### src/spq_pkg.sv
// Shared widths, codes and types for the sorted priority queue.
package spq_pkg;

	localparam int KeyW          = 16;
	localparam int StatW         = 2;
	localparam int FillW         = 5;
	localparam int DefQueueDepth = 16;

	typedef enum logic [StatW-1:0] {
		ST_DONE  = 2'd0,
		ST_EMPTY = 2'd1,
		ST_FULL  = 2'd2
	} spq_status_t;

	typedef enum logic {
		MODE_INSERT = 1'b0,
		MODE_REMOVE = 1'b1
	} spq_mode_t;

	// Command broadcast to every cell of the row.
	typedef struct packed {
		logic            ins;
		logic            rem;
		logic [KeyW-1:0] key;
	} spq_cmd_t;

endpackage

### src/spq_cell.sv
// One cell of the sorted row: holds a key and shifts it toward either neighbor.
module spq_cell
	import spq_pkg::*;
(
	input  logic            clk,
	input  spq_cmd_t        cmd,
	input  logic            occupied,
	input  logic            prev_ge,
	input  logic [KeyW-1:0] prev_key,
	input  logic [KeyW-1:0] next_key,
	output logic [KeyW-1:0] key,
	output logic            ge
);

	logic [KeyW-1:0] key_q;
	logic [KeyW-1:0] key_d;

	// Held key stays ahead of the new one when greater or equal (arrival order on ties).
	assign ge  = occupied && (key_q >= cmd.key);
	assign key = key_q;

	always_comb begin
		key_d = key_q;
		if (cmd.rem) begin
			key_d = next_key;
		end else if (cmd.ins && !ge) begin
			key_d = prev_ge ? cmd.key : prev_key;
		end
	end

	always_ff @(posedge clk) begin
		key_q <= key_d;
	end

endmodule

### src/sorted_priority_queue_unit.sv
// Top level of the sorted priority queue: cell row, fill count and output register.
//
// Bounded priority queue of QUEUE_DEPTH 16-bit keys, kept sorted with the largest key in
// front by a row of cells that all compare against the incoming key and shift in the same
// cycle. One item (insert or remove) is taken every clock cycle while ready; its result
// is loaded into the output register at the transfer. Input is ready whenever the output
// register is empty or is being taken in the same cycle, so throughput is limited only by
// downstream back-pressure. An insert into a full queue or a remove from an empty queue
// leaves the contents unchanged and reports its status. Equal keys leave in arrival order.
module sorted_priority_queue_unit
	import spq_pkg::*;
#(
	parameter int QUEUE_DEPTH = DefQueueDepth
) (
	input  logic        clk,
	input  logic        arst_n,
	input  logic        s_tvalid,
	output logic        s_tready,
	input  logic [15:0] s_tdata,   // [15:0] key_value
	input  logic        s_tuser,   // [0] mode
	output logic        m_tvalid,
	input  logic        m_tready,
	output logic [23:0] m_tdata,   // [15:0] removed_value, [20:16] fill_level, zero pad
	output logic [1:0]  m_tuser    // [1:0] status
);

	localparam int CntW = $clog2(QUEUE_DEPTH + 1);

	logic [CntW-1:0]  count_q;
	logic [CntW-1:0]  count_d;
	logic             m_tvalid_q;
	spq_status_t      status_q;
	spq_status_t      status_d;
	logic [KeyW-1:0]  removed_q;
	logic [KeyW-1:0]  removed_d;
	logic [FillW-1:0] fill_q;
	logic [31:0]      count_ext;
	logic             accept;
	logic             is_full;
	logic             is_empty;
	spq_cmd_t         cmd;

	logic [KeyW-1:0]  cell_key [QUEUE_DEPTH];
	logic             cell_ge  [QUEUE_DEPTH];

	assign s_tready = !m_tvalid_q || m_tready;
	assign accept   = s_tvalid && s_tready;
	assign is_full  = (count_q == CntW'(QUEUE_DEPTH));
	assign is_empty = (count_q == '0);

	always_comb begin
		cmd       = '0;
		cmd.key   = s_tdata[KeyW-1:0];
		count_d   = count_q;
		status_d  = ST_DONE;
		removed_d = '0;
		if (accept) begin
			if (spq_mode_t'(s_tuser) == MODE_INSERT) begin
				if (is_full) begin
					status_d = ST_FULL;
				end else begin
					cmd.ins = 1'b1;
					count_d = count_q + CntW'(1);
				end
			end else begin
				if (is_empty) begin
					status_d = ST_EMPTY;
				end else begin
					cmd.rem   = 1'b1;
					removed_d = cell_key[0];
					count_d   = count_q - CntW'(1);
				end
			end
		end
	end

	assign count_ext = 32'(count_d);

	genvar gi;
	generate
		for (gi = 0; gi < QUEUE_DEPTH; gi++) begin : g_cell
			logic            occ;
			logic            p_ge;
			logic [KeyW-1:0] p_key;
			logic [KeyW-1:0] n_key;

			assign occ = (CntW'(gi) < count_q);
			if (gi == 0) begin : g_head
				assign p_ge  = 1'b1;
				assign p_key = cmd.key;
			end else begin : g_body
				assign p_ge  = cell_ge[gi-1];
				assign p_key = cell_key[gi-1];
			end
			if (gi == QUEUE_DEPTH - 1) begin : g_tail
				assign n_key = cell_key[gi];
			end else begin : g_mid
				assign n_key = cell_key[gi+1];
			end

			spq_cell u_cell (
				.clk      (clk),
				.cmd      (cmd),
				.occupied (occ),
				.prev_ge  (p_ge),
				.prev_key (p_key),
				.next_key (n_key),
				.key      (cell_key[gi]),
				.ge       (cell_ge[gi])
			);
		end
	endgenerate

	always_ff @(posedge clk or negedge arst_n) begin
		if (!arst_n) begin
			count_q    <= '0;
			m_tvalid_q <= 1'b0;
		end else begin
			count_q <= count_d;
			if (accept) begin
				m_tvalid_q <= 1'b1;
			end else if (m_tready) begin
				m_tvalid_q <= 1'b0;
			end
		end
	end

	// Payload of the output register; load on every input transfer.
	always_ff @(posedge clk) begin
		if (accept) begin
			status_q  <= status_d;
			removed_q <= removed_d;
			fill_q    <= count_ext[FillW-1:0];
		end
	end

	assign m_tvalid = m_tvalid_q;
	assign m_tdata  = {3'b000, fill_q, removed_q};
	assign m_tuser  = status_q;

	a_count_bound: assert property (@(posedge clk) disable iff (!arst_n)
		count_q <= CntW'(QUEUE_DEPTH))
		else $error("entry count above queue depth");

	a_full_refused: assert property (@(posedge clk) disable iff (!arst_n)
		(accept && s_tuser == MODE_INSERT && is_full)
		|=> (m_tvalid && status_q == ST_FULL && count_q == $past(count_q)))
		else $error("insert into full queue not refused");

	a_remove_dec: assert property (@(posedge clk) disable iff (!arst_n)
		(accept && s_tuser == MODE_REMOVE && !is_empty)
		|=> (status_q == ST_DONE && count_q == $past(count_q) - CntW'(1)))
		else $error("remove did not drop one entry");

	a_hold_count: assert property (@(posedge clk) disable iff (!arst_n)
		!accept |=> $stable(count_q))
		else $error("entry count changed without a transfer");

endmodule

### config.mk
export PLATFORM = sky130hd
export DESIGN_NAME = sorted_priority_queue_unit
export DESIGN_NICKNAME = d
export VERILOG_FILES = /design/src/spq_pkg.sv /design/src/spq_cell.sv /design/src/sorted_priority_queue_unit.sv
export SDC_FILE = /design/constraint.sdc
export NUM_CORES = 1
export LEC_CHECK = 0
export ABC_AREA = 1
export BUFFER_PORTS_ARGS = -buffer_cell sky130_fd_sc_hd__buf_2
export CAP_MARGIN = 20
export CORE_MARGIN = 2
export CORE_UTILIZATION = 50
export CTS_CLUSTER_DIAMETER = 100
export CTS_CLUSTER_SIZE = 20
export DETAILED_ROUTE_END_ITERATION = 10
export PLACE_DENSITY = 0.69
export SLEW_MARGIN = 20
export SYNTH_ARGS = -nofsm -noshare
export SYNTH_HDL_FRONTEND = slang
export SYNTH_SLANG_ARGS = --single-unit
### constraint.sdc
create_clock -name clk -period 4.3 [get_ports clk]
set_input_delay 0.86 -clock clk [delete_from_list [all_inputs] [get_ports clk]]
set_output_delay 0.86 -clock clk [all_outputs]
set_load 0.05 [all_outputs]
== Yosys cells after proc, flatten, opt, wreduce, memory -nomap -nowiden ==
Cells that the tools add are included.

* Register bits after elaboration: 285
* Bits of input ports: 21

* Add/sub/neg operators: 2
* Order comparisons: 32
* Eq/ne operators: 1
* Mux-type cells: 59
* Bitwise gates (word level): 2
* Reductions and logical operators: 70

{| class="wikitable"
|+ Operator list
! cell !! number
|-
| 16-bit 2-to-1 mux || 45
|-
| 16-bit greater-or-equal comparator || 16
|-
| 4-bit by 5-bit less-than comparator with 1-bit output, first input constant || 8
|-
| 1-bit logical AND || 33
|-
| 2-bit nonzero test || 16
|-
| 3-bit by 5-bit less-than comparator with 1-bit output, first input constant || 4
|-
| 5-bit 2-to-1 mux || 4
|-
| 1-bit zero test || 17
|-
| 1-bit by 5-bit less-than comparator with 1-bit output, first input constant || 2
|-
| 2-bit by 5-bit less-than comparator with 1-bit output, first input constant || 2
|-
| 1-bit 2-to-1 mux || 7
|-
| 2-bit 2-to-1 mux || 3
|-
| 5-bit by 1-bit adder with 5-bit output, second input constant || 1
|-
| 5-bit equality test, second input constant || 1
|-
| 5-bit zero test || 1
|-
| 5-bit by 1-bit subtractor with 5-bit output, second input constant || 1
|-
| 1-bit NOT || 2
|-
| 2-bit AND reduction || 1
|-
| 2-bit OR reduction || 1
|-
| 1-bit logical OR || 1
|}

== Longest topological paths before layout ==
Gate-level depths: netlist (run 1).

* Depth in word-level cells: 7
* Depth in mapped cells: 16
* Gate-level depth less buffers: 14

== Modules after synthesis ==
A second synthesis (run 1) with hierarchy kept.

* Cells, all modules: 2734
* Area total of the unflattened synthesis: 21190.3 um^2

{| class="wikitable"
|+ By module, submodules not included
! module !! instances !! cells an instance !! area an instance (um^2) !! seq. area each (um^2)
|-
| spq_cell || 16 || 161 || 1232.4 || 480.5
|-
| sorted_priority_queue_unit || 1 || 158 || 1471.4 || 840.8
|}

== Worst setup path before layout (run 1) ==
Ideal clock, no wire load.

* Path kind: input-to-reg
* Start: input port s_tvalid
* End: register g_cell[15].u_cell.key_q[0], enable pin
* Arrival: 4184 ps
* Setup slack: -298 ps
* Stages on the path: 5
* Buffers on the path: 0
* Cell sequence: inv_1 > a21oi_1 > inv_1 > nor2_2 > a21boi_0

* Word-level cells in the longest chain between the ends: 4
* Elaborated cells between the ends (all ways): 5

{| class="wikitable"
|+ Ends and longest elaborated chain
! item !! line !! source
|-
| start: declaration || sorted_priority_queue_unit.sv:17 || <nowiki>input logic s_tvalid,</nowiki>
|-
| 1-bit logical AND * || sorted_priority_queue_unit.sv:47 || <nowiki>assign accept = s_tvalid && s_tready;</nowiki>
|-
| net accept || sorted_priority_queue_unit.sv:38 || <nowiki>logic accept;</nowiki>
|-
| 2-bit 2-to-1 mux * || sorted_priority_queue_unit.sv:57 || <nowiki>if (accept) begin</nowiki>
|-
| 1-bit logical AND / 1-bit NOT (equally long branches) || - ||
|-
| 2-bit AND reduction (no line) * || - ||
|-
| end signal: assignment || spq_cell.sv:32 || <nowiki>key_q <= key_d;</nowiki>
|-
| end: declaration || spq_cell.sv:15 || <nowiki>logic [KeyW-1:0] key_q;</nowiki>
|}

Mark *: on every way through the listed nets, which the timed path passes. The rest lies on a longest branch.
A chain may end at the register's enable or synchronous reset.

== Worst setup path after layout (run 1) ==
* Start: register count_q[1]
* End: register g_cell[1].u_cell.key_q[13], enable pin

* Word-level cells in the longest chain between the ends: 6
* Elaborated cells between the ends (all ways): 12

{| class="wikitable"
|+ Ends and longest elaborated chain
! item !! line !! source
|-
| start: declaration || sorted_priority_queue_unit.sv:29 || <nowiki>logic [CntW-1:0] count_q;</nowiki>
|-
| start signal: assignment || sorted_priority_queue_unit.sv:119 || <nowiki>count_q <= count_d;</nowiki>
|-
| 5-bit equality test || sorted_priority_queue_unit.sv:48 || <nowiki>assign is_full = (count_q == CntW'(QUEUE_DEPTH));</nowiki>
|-
| 1-bit 2-to-1 mux || sorted_priority_queue_unit.sv:59 || <nowiki>if (is_full) begin</nowiki>
|-
| 1-bit 2-to-1 mux || sorted_priority_queue_unit.sv:58 || <nowiki>if (spq_mode_t'(s_tuser) == MODE_INSERT) begin</nowiki>
|-
| 2-bit 2-to-1 mux || sorted_priority_queue_unit.sv:57 ||
|-
| 1-bit logical AND || spq_cell.sv:26 || <nowiki>end else if (cmd.ins && !ge) begin</nowiki>
|-
| 2-bit nonzero test (no line) * || - ||
|-
| end signal: assignment || spq_cell.sv:32 ||
|-
| end: declaration || spq_cell.sv:15 ||
|}

Every way passes the cells marked *; elsewhere a longest branch is shown, timed or not.

==> flow_summary.ini, run 1 <==
[global_routing]
grt_max_degree = 258
antenna_found_initial = 3
grt_pass1_vias = 19470
grt-ovfl-total = 0
grt_pass1_wl_um = 102000
grt_use_total = 0.2858

[place]
io_buffers = 45
placed_area_mm2 = 0.02279
gp_congestion = 0.9038
place_ws_ns = 0.6965
dpl.hpwl_um = 44660

[setup_path]
required_ns = 4.46
rr_endpoint = g_cell[1].u_cell.key[13]
critPathTopFamily = simple AND/OR/NAND/NOR gates
worstRegToRegCells = 8
slowest_stage = nor2_2
r2r_slack_ns = 1.10
r2r-start = count_q[1]
cp.depth = 8
cp-end-kind = register
path_class = reg2reg
cp_max_fo = 16
path_cells = inv_2 -> ha_1 -> nand3_1 -> nand2_1 -> nor2_2 -> buf_4 -> nand2_1 -> nand2_1
crit_path_start_kind = register
crit_buf_inv = 2
crit_top_cell = nand2_1
cp.arrival_ns = 3.37
cp_slowest_stage_delay_ns = 0.62

[sta]
fin_crit_ns = 3.204
finClkSkew_ns = 0.02195
finalSetupViolCount = 0
fmax_mhz = 312.1
hold_viol_final = 0
rsz0062_at_grt = no
layout_setup_ws_ns = 1.096
tightestPinTransition_ns = 1.226
slew_headroom = 0.1830
period_share = 0.7452
final_max_slew_viol_count = 0
fin_tns_setup_ns = 0

[clock_tree]
cts_buffer_depth = 3
cts_setup_buffers = 0
cts.clk_slew.worst_paths_ns = 0.09
cts.repair.resized = 0
cts_hold_buffers = 0
cts_sinks = 285
cts_tree = built
h-tree-depth = 1
root_buffer = clkbuf_16
cts_made_buffers = 18
clk_latency_ns = 0.54

[yosys]
syn_inst = 2837
ys_warn_count = 0
yosysMostFrequentCell = nand2_1
async_flop_share = 0.02105
syn_area_per_cell_um2 = 7.647
synth_area_leader_cell = edfxtp_1
synthTopCellsByArea = edfxtp_1 (39%), nand2_1 (17%), ha_1 (15%)
synth_area_mm2 = 0.02170
synth_seq_cells = 285
synth_cell_types = 38
netlist.area_leader.share = 0.3862
synthTopCellsByCount = nand2_1 (994), nand3_1 (503), inv_1 (336)
yosysSeqAreaShare = 0.3931
synth_flop_cell = edfxtp_1
synth_edf_count = 279

[pwr]
leakage_nw = 11.76
total_power_mw = 11.66
power_density_mw_per_mm2 = 499.5
ir_worst_vdd_uv = 291.7

[final_layout]
num-nets-final = 3128
design_area_mm2 = 0.02335
fill_cells = 4065
syn2layout_area_growth_pct = 7.630
drive_gt1_frac = 0.05594

[flow_run]
drv_cap = 0

[die]
start_util = 0.5048
io_pins = 49
rows = 76
die_height_um = 212.3
die-area_mm2 = 0.04507
die_x_um = 212.3
core-area_mm2 = 0.04298

[routing]
num_vias = 19670
drt_pass1_iterations = 6
drc = 0
drt_wl_total_um = 63610
vias_per_cell = 5.708
ant_nets = 0
drt_iter0_drc = 1700
post_drt_wl_per_cell_um = 18.46

[worst_hold_path]
hp-class = in2async

[status]
outcome = finished, final reports clean
-- power by group --
part | leakage (nW) | switching (mW) | total [mW] | internal, mW
combinational | 8.79 | 3.46 | 5.17 | 1.70
clock | 0.267 | 0.992 | 1.89 | 0.897
sequential | 2.70 | 0.573 | 4.61 | 4.04
total | 11.8 | 5.03 | 11.7 | 6.63
-- metal layers --
layer / vias up / routed length (um) / global-route usage
li1: 9442 / - / -
met1: 9246 / 26420 / 0.3774
met2: 792 / 29960 / 0.4838
met3: 189 / 4877 / 0.03634
met4: 2 / 2337 / 0.1006
met5: - / 12 / 0
-- cells in the final DEF (no fill, tap or decap), types with 2 or more instances in the layout --
master / instances
ha_1: 259
nor2_4: 2
xor2_1: 3
nand3_1: 503
nand4_1: 28
nand2_1: 994
inv_1: 336
clkinv_1: 3
a21boi_0: 11
o21ai_0: 39
buf_12: 15
nand2_2: 6
conb_1: 3
a21oi_1: 101
nand2_4: 3
buf_4: 52
o21a_1: 4
o21ai_2: 3
o21bai_1: 26
edfxtp_1: 279
clkbuf_16: 19
clkbuf_1: 11
inv_2: 7
buf_2: 45
nor2_1: 80
nor3_1: 6
dfrtp_1: 6
-- cell type report --
cell class                 count  area, um^2  share of cell area
multi-input combinational   2084       11310              0.4842
antenna                        1       2.502           0.0001072
clock inverter                 2       41.29            0.001768
tap                          585       732.0             0.03135
timing repair buffer         112       915.9             0.03922
clock buffer                  30       516.7             0.02213
sequential                   285        8528              0.3652
inverter                     347        1308             0.05599
-- kinds of logic after synthesis --
group                      share of synthesized area
buffers and inverters                        0.08662
and+or+nand+nor                               0.3162
AOI/OAI and AO/OA                            0.05294
adders and majority gates                     0.1494
other                                      0.0001728
DFF                                           0.3931
xor gates and xnor gates                    0.001615
-- worst max-delay path by stage --
stage | start | end | slack [ns]
after CTS | count_q[0] | g_cell[1].u_cell.key[14] | 1.15
final | count_q[1] | g_cell[1].u_cell.key[13] | 1.10
after floorplan | s_tdata[7] | g_cell[15].u_cell.key[0] | 0.23
after detailed placement | s_tdata[3] | g_cell[9].u_cell.key[10] | 0.70
after global routing | count_q[1] | g_cell[4].u_cell.key[11] | 0.92
after global placement | s_tdata[3] | g_cell[9].u_cell.key[4] | 0.77
-- sequential cells by signal, indices dropped and copies added, names as in the netlist --
signal / cells
m_tvalid: 1
removed_q: 16
count_q: 5
g_cell.u_cell.key: 256
m_tuser: 2
fill_q: 5
-- through the flow --
step / util / instances / hold slack (ns)
6_report: 0.5433 / 3446 / 0.1875
5_1_grt: 0.5433 / 3446 / 0.1822
4_1_cts: 0.5432 / 3445 / 0.1721
3_5_place_dp: 0.5302 / 3413 / 0.5495
3_3_place_gp: 0.5302 / 3413 / 0.5545
2_1_floorplan: - / 2839 / 0.5200
Power figures use the tool's default switching activity.
==> run 2, diff against run 1 <==
Settings changed: ABC_AREA 1 to 0, PLACE_DENSITY 0.69 to 0.66.
Clock period 4.3 ns to 3.4 ns, I/O delays scaled along.
==> run 2 against run 1 <==
Total power grew 3.9%. Register-to-register slack lost 0.62 ns. Fmax grew 9.5%. Synthesized cell count shrank 35%. Clock power grew 21%. Critical path depth grew 1. Critical endpoint is now g_cell[5].u_cell.key[11]. Final cell count shrank 29%. Hold slack gained 0.20 ns. Clock-buffer cell count is the same. Clock skew grew 0.0054 ns.
==> flow_summary.ini, run 2 <==
[final_layout]
num-nets-final = 2207
diodes = 0
largest_reg_flops = 256
drive_gt1_frac = 0.1207
layout_commonest_cell = edfxtp_1
design_area_mm2 = 0.02197
final_cell_mix = edfxtp_1 (279), ha_1 (259), mux2i_1 (224)
syn2layout_area_growth_pct = 11.65
fill_cells = 3317
fin_cells = 2457

[die]
core-area_mm2 = 0.03874
start_util = 0.5079
rows = 72
die_height_um = 202.4
die_x_um = 202.4
io_pins = 49
die-area_mm2 = 0.04095

[routing]
post_drt_wl_per_cell_um = 22.46
drt_iter0_drc = 1409
num_vias = 15040
drt_pass1_iterations = 7
vias_per_cell = 6.122
drt_wl_total_um = 55180
ant_nets = 0
drc = 0

[yosys]
netlist.area_leader.share = 0.4258
synth_area_leader_cell = edfxtp_1
synth_area_mm2 = 0.01968
synthTopCellsByCount = edfxtp_1 (279), ha_1 (259), mux2i_1 (224)
synth_flop_cell = edfxtp_1
synth_seq_cells = 285
async_flop_share = 0.02105
synthTopCellsByArea = edfxtp_1 (43%), ha_1 (16%), mux2i_1 (11%)
syn_area_per_cell_um2 = 10.65
synth_cell_types = 54
syn_inst = 1847
yosysMostFrequentCell = edfxtp_1
synth_edf_count = 279
yosysSeqAreaShare = 0.4334
ys_warn_count = 0

[sta]
fmax_mhz = 341.6
fin_crit_ns = 2.927
hold_viol_final = 0
period_share = 0.8609
finalSetupViolCount = 0
final_max_slew_viol_count = 0
tightestPinTransition_ns = 0.8096
slew_headroom = 0.4602
rsz0062_at_grt = no
finClkSkew_ns = 0.02731
layout_setup_ws_ns = 0.4729
fin_tns_setup_ns = 0

[clock_tree]
cts_made_buffers = 18
cts.repair.resized = 0
cts_sinks = 285
clk_latency_ns = 0.53
h-tree-depth = 1
root_buffer = clkbuf_16
cts.clk_slew.worst_paths_ns = 0.09
cts_buffer_depth = 3
cts_tree = built

[worst_hold_path]
min_from = s_tvalid
hold_end = m_tvalid
hp-class = in2reg
hold_path_depth = 2

[setup_path]
r2r-start = count_q[1]
cp.arrival_ns = 3.21
cp_max_fo = 53
rr_endpoint = g_cell[5].u_cell.key[11]
path_class = reg2reg
required_ns = 3.68
cp-end-kind = register
crit_path_start_kind = register
worstRegToRegCells = 9
r2r_slack_ns = 0.47

[pwr]
leakage_nw = 9.007
ir_worst_vdd_uv = 331.2
power_density_mw_per_mm2 = 551.7

[status]
outcome = finished, final reports clean

[place]
placed_area_mm2 = 0.02141
dpl.hpwl_um = 41780
place_ws_ns = 0.04818
dpl.cell_count = 2424
gp_congestion = 0.9045
io_buffers = 45

[global_routing]
grt_pass1_vias = 14740
grt_pass1_wl_um = 85670
antenna_found_initial = 1
grt_max_degree = 95
grt_use_total = 0.2690
grt-ovfl-total = 0

[flow_run]
drv_cap = 0
[run 2: cell types whose count changed after synthesis, moves of 25 or more]
| cell | previous run | this run |
|---|---|---|
| nand2_1 | 994 | 178 |
| inv_1 | 336 | 36 |
| nor2_1 | 80 | 123 |
| a21o_1 | 1 | 56 |
| o21ai_0 | 39 | 187 |
| buf_2 | 59 | 34 |
| a21oi_1 | 102 | 195 |
| nand3_1 | 503 | 22 |
| mux2i_1 | 0 | 224 |
| o21bai_1 | 26 | 0 |
[run 2: stage by stage]
stage	utilization	power (mW)	hold slack, ns
global route	0.5671	12.76	0.3799
finish	0.5671	12.12	0.3839
CTS	0.5671	12.11	0.3636
global placement	0.5528	9.673	0.5087
floorplan	-	8.372	0.3844
detailed placement	0.5528	9.835	0.5199
[run 2: where the power goes]
| group | leakage (nW) | switching, mW | internal, mW |
|---|---|---|---|
| Sequential | 2.69 | 0.604 | 4.76 |
| Clock | 0.262 | 1.22 | 1.08 |
| Combinational | 6.05 | 2.51 | 1.96 |
[run 2: repair_timing]
| item | CTS | global route |
|---|---|---|
| setup buffers | 0 | 0 |
| endpoints found under the hold margin | 6 | 0 |
| hold buffers | 1 | 0 |
[run 2: worst max-delay path: stages (launching register included)]
cell and delay (ns):
dfrtp_1 0.57, inv_1 0.15, ha_1 0.26, nand2_1 0.13, o21a_1 0.53, nand2_4 0.26
buf_12 0.29, buf_12 0.21, nor2_1 0.18, a21oi_1 0.06
[run 2: worst max-delay path by stage]
stage	from	to	slack (ns)	cells after the start
2_1_floorplan	s_tdata[13]	g_cell[13].u_cell.key[0]	-0.09	9
3_3_place_gp	s_tdata[0]	g_cell[6].u_cell.key[2]	0.09	11
3_5_place_dp	s_tdata[0]	g_cell[6].u_cell.key[0]	0.05	11
4_1_cts	count_q[1]	g_cell[13].u_cell.key[1]	0.51	7
5_1_grt	count_q[1]	g_cell[2].u_cell.key[15]	0.28	7
6_report	count_q[1]	g_cell[5].u_cell.key[11]	0.47	9
[run 2: cell families after synthesis]
family | after synthesis | synth area share
adder cells (fa/ha/maj) | 259 | 0.1647
multiplexers | 240 | 0.1250
buffers and inverters | 137 | 0.03504
XOR/XNOR | 2 | 0.0008905
AND/OR/NAND/NOR | 430 | 0.09806
other | 1 | 0.0001906
flip-flops | 285 | 0.4334
AO/OA/AOI/OAI | 493 | 0.1426
[run 2: cell type report]
cell class | count | area (um^2) | share of cell area
multi-input combinational | 1427 | 10600 | 0.4825
sequential | 285 | 8528 | 0.3882
timing repair buffer | 159 | 1509 | 0.06869
tap | 518 | 648.1 | 0.02950
clock buffer | 30 | 526.8 | 0.02398
inverter | 36 | 138.9 | 0.006322
clock inverter | 2 | 17.52 | 0.0007974
[run 2: layer usage]
layer | wire length, um | up-vias | global-route usage | part of all wire
li1 | - | 7077 | - | -
met1 | 25740 | 7195 | 0.4059 | 0.47
met2 | 23480 | 659 | 0.4058 | 0.43
met3 | 4257 | 108 | 0.03144 | 0.077
met4 | 1685 | 2 | 0.07899 | 0.031
met5 | 11 | - | 0 | 0.00020
==> run 3, diff against run 2 <==
Settings changed: ABC_AREA 0 to 1, GPL_TIMING_DRIVEN from default to 0.
==> run 3 against run 2 <==
Utilization fell by 1.9 points. Die area rose by 10%. Total power rose by 23%. Register-to-register slack got worse by 0.31 ns. Final cell count rose by 42%. Via count rose by 33%. Non-clock buffer count rose by 5. Clock power rose by 3%. Critical path depth fell by 2.
==> flow_summary.ini, run 3 (same netlist as run 1, synthesis figures left out) <==
[status]
outcome = finished, final reports clean

[worst_hold_path]
hold_path_depth = 3
min_from = s_tvalid
hp-class = in2reg

[die]
die_height_um = 212.3
die-area_mm2 = 0.04507
die_x_um = 212.3
io_pins = 49
core-area_mm2 = 0.04298
rows = 76
start_util = 0.5048

[global_routing]
grt_pass1_wl_um = 105800
grt_max_degree = 26
grt-ovfl-total = 0
antenna_found_initial = 1
grt_use_total = 0.3050
grt_pass1_vias = 19430

[routing]
num_vias = 19990
drt_iter0_drc = 2207
vias_per_cell = 5.716
drc = 0
drt_pass1_iterations = 6
post_drt_wl_per_cell_um = 19.63
ant_nets = 0
drt_wl_total_um = 68640

[place]
io_buffers = 45
dpl.hpwl_um = 50770
gp_congestion = 0.8894

[sta]
final_max_slew_viol_count = 0
slew_headroom = 0.4196
rsz0062_at_grt = no
finalSetupViolCount = 0
fin_tns_setup_ns = 0
hold_viol_final = 0
period_share = 0.9509
fin_crit_ns = 3.233
fmax_mhz = 309.3
tightestPinTransition_ns = 0.8706
finClkSkew_ns = 0.01925

[setup_path]
r2r-start = m_tvalid
cp.arrival_ns = 3.43
cp_max_fo = 24
r2r_slack_ns = 0.17
cp-end-kind = register
path_class = reg2reg
worstRegToRegCells = 7
crit_path_start_kind = register
crit_start = m_tvalid
required_ns = 3.60

[final_layout]
num-nets-final = 3180
layout_commonest_cell = nand2_1
syn2layout_area_growth_pct = 8.581
fill_cells = 4143
drive_gt1_frac = 0.06937
diodes = 0
largest_reg_flops = 256
final_cell_mix = nand2_1 (975), nand3_1 (503), inv_1 (331)

[flow_run]
drv_cap = 0

[clock_tree]
cts_tree = built
h-tree-depth = 1
root_buffer = clkbuf_16
cts_buffer_depth = 3
cts_setup_buffers = 0
cts_made_buffers = 18
cts.clk_slew.worst_paths_ns = 0.10
cts_sinks = 285
clk_latency_ns = 0.54

[pwr]
total_power_mw = 14.85
leakage_nw = 11.82
power_density_mw_per_mm2 = 630.3
swShare = 0.4405
power.internal_mw = 8.309
power_frac_clock = 0.158
p_switching_mw = 6.541
pwr-share-seq = 0.393
p_comb_frac = 0.449
ir_worst_vdd_uv = 293.8
-- run 3: changes by cell type in the layout (fill, tap and decap cells not counted), sizes merged, moves of 55 or more --
cell / before / now
a21o: 56 / 1
a21oi: 204 / 102
inv: 36 / 340
mux2i: 224 / 0
nand2: 178 / 1003
nand3: 22 / 503
o21ai: 188 / 42
-- run 3: area by class of cell --
class / instances / area [um^2] / area share
Multi-Input combinational cell: 2084 / 11410 / 0.4843
Sequential cell: 285 / 8528 / 0.3620
Inverter: 347 / 1321 / 0.05609
Buffer: 116 / 757.0 / 0.03213
Tap cell: 585 / 732.0 / 0.03107
Clock buffer: 31 / 520.5 / 0.02209
Timing Repair Buffer: 48 / 274.0 / 0.01163
Clock inverter: 1 / 16.27 / 0.0006905
-- run 3: critical path, cell delays in order, from the launching register on --
cell and delay [ns]:
dfrtp_1 0.43, a21oi_4 0.46, buf_16 0.24, inv_1 0.12, nor2_2 0.54, clkbuf_2 0.54, nand2_1 0.16, nand2_2 0.37
-- run 3: stage by stage --
step	std cells	utilization	cell area (um^2)	hold WS, ns	setup WS (ns)
after global routing	3497	0.5481	23560	0.3838	0.03459
after global placement	3469	0.5277	22680	0.5162	-1.756
after floorplan	2839	-	21730	0.3844	0.006018
after detailed placement	3471	0.5289	22730	0.5497	-1.394
after CTS	3504	0.5470	23510	0.3622	0.004006
final	3497	0.5481	23560	0.3773	0.1668
-- run 3: worst paths after layout --
kind	endpoint
min in group asynchronous	count_q[3]
hold / removal	m_tvalid
setup reg to reg	g_cell[2].u_cell.key[0]
setup / recovery	g_cell[2].u_cell.key[0]
max in group asynchronous	count_q[0]
hold reg to reg	g_cell[6].u_cell.key[0]
-- run 3: timing repair --
item | in CTS | in global routing
gates resized for setup | 52 | 21
pin swaps | 0 | 0
endpoints found under the setup margin | 369 | 239
hold buffers | 1 | 0
hold endpoints to repair | 6 | 0
-- run 3: metal layers --
layer	vias to the layer above	track usage	part of all wire
met4	0	0.1073	0.033
li1	9540	-	-
met3	159	0.03383	0.074
met1	9451	0.4043	0.42
met5	-	0	0
met2	840	0.5183	0.47
-- run 3: power groups by stage --
stage / combinational [mW] / sequential, mW / clock, mW
after floorplan: 4.72 / 5.68 / 0
after global placement: 6.17 / 5.88 / 0
after detailed placement: 6.47 / 5.90 / 0
after CTS: 6.54 / 5.81 / 2.37
after global routing: 7.56 / 5.89 / 2.46
final: 6.67 / 5.83 / 2.35
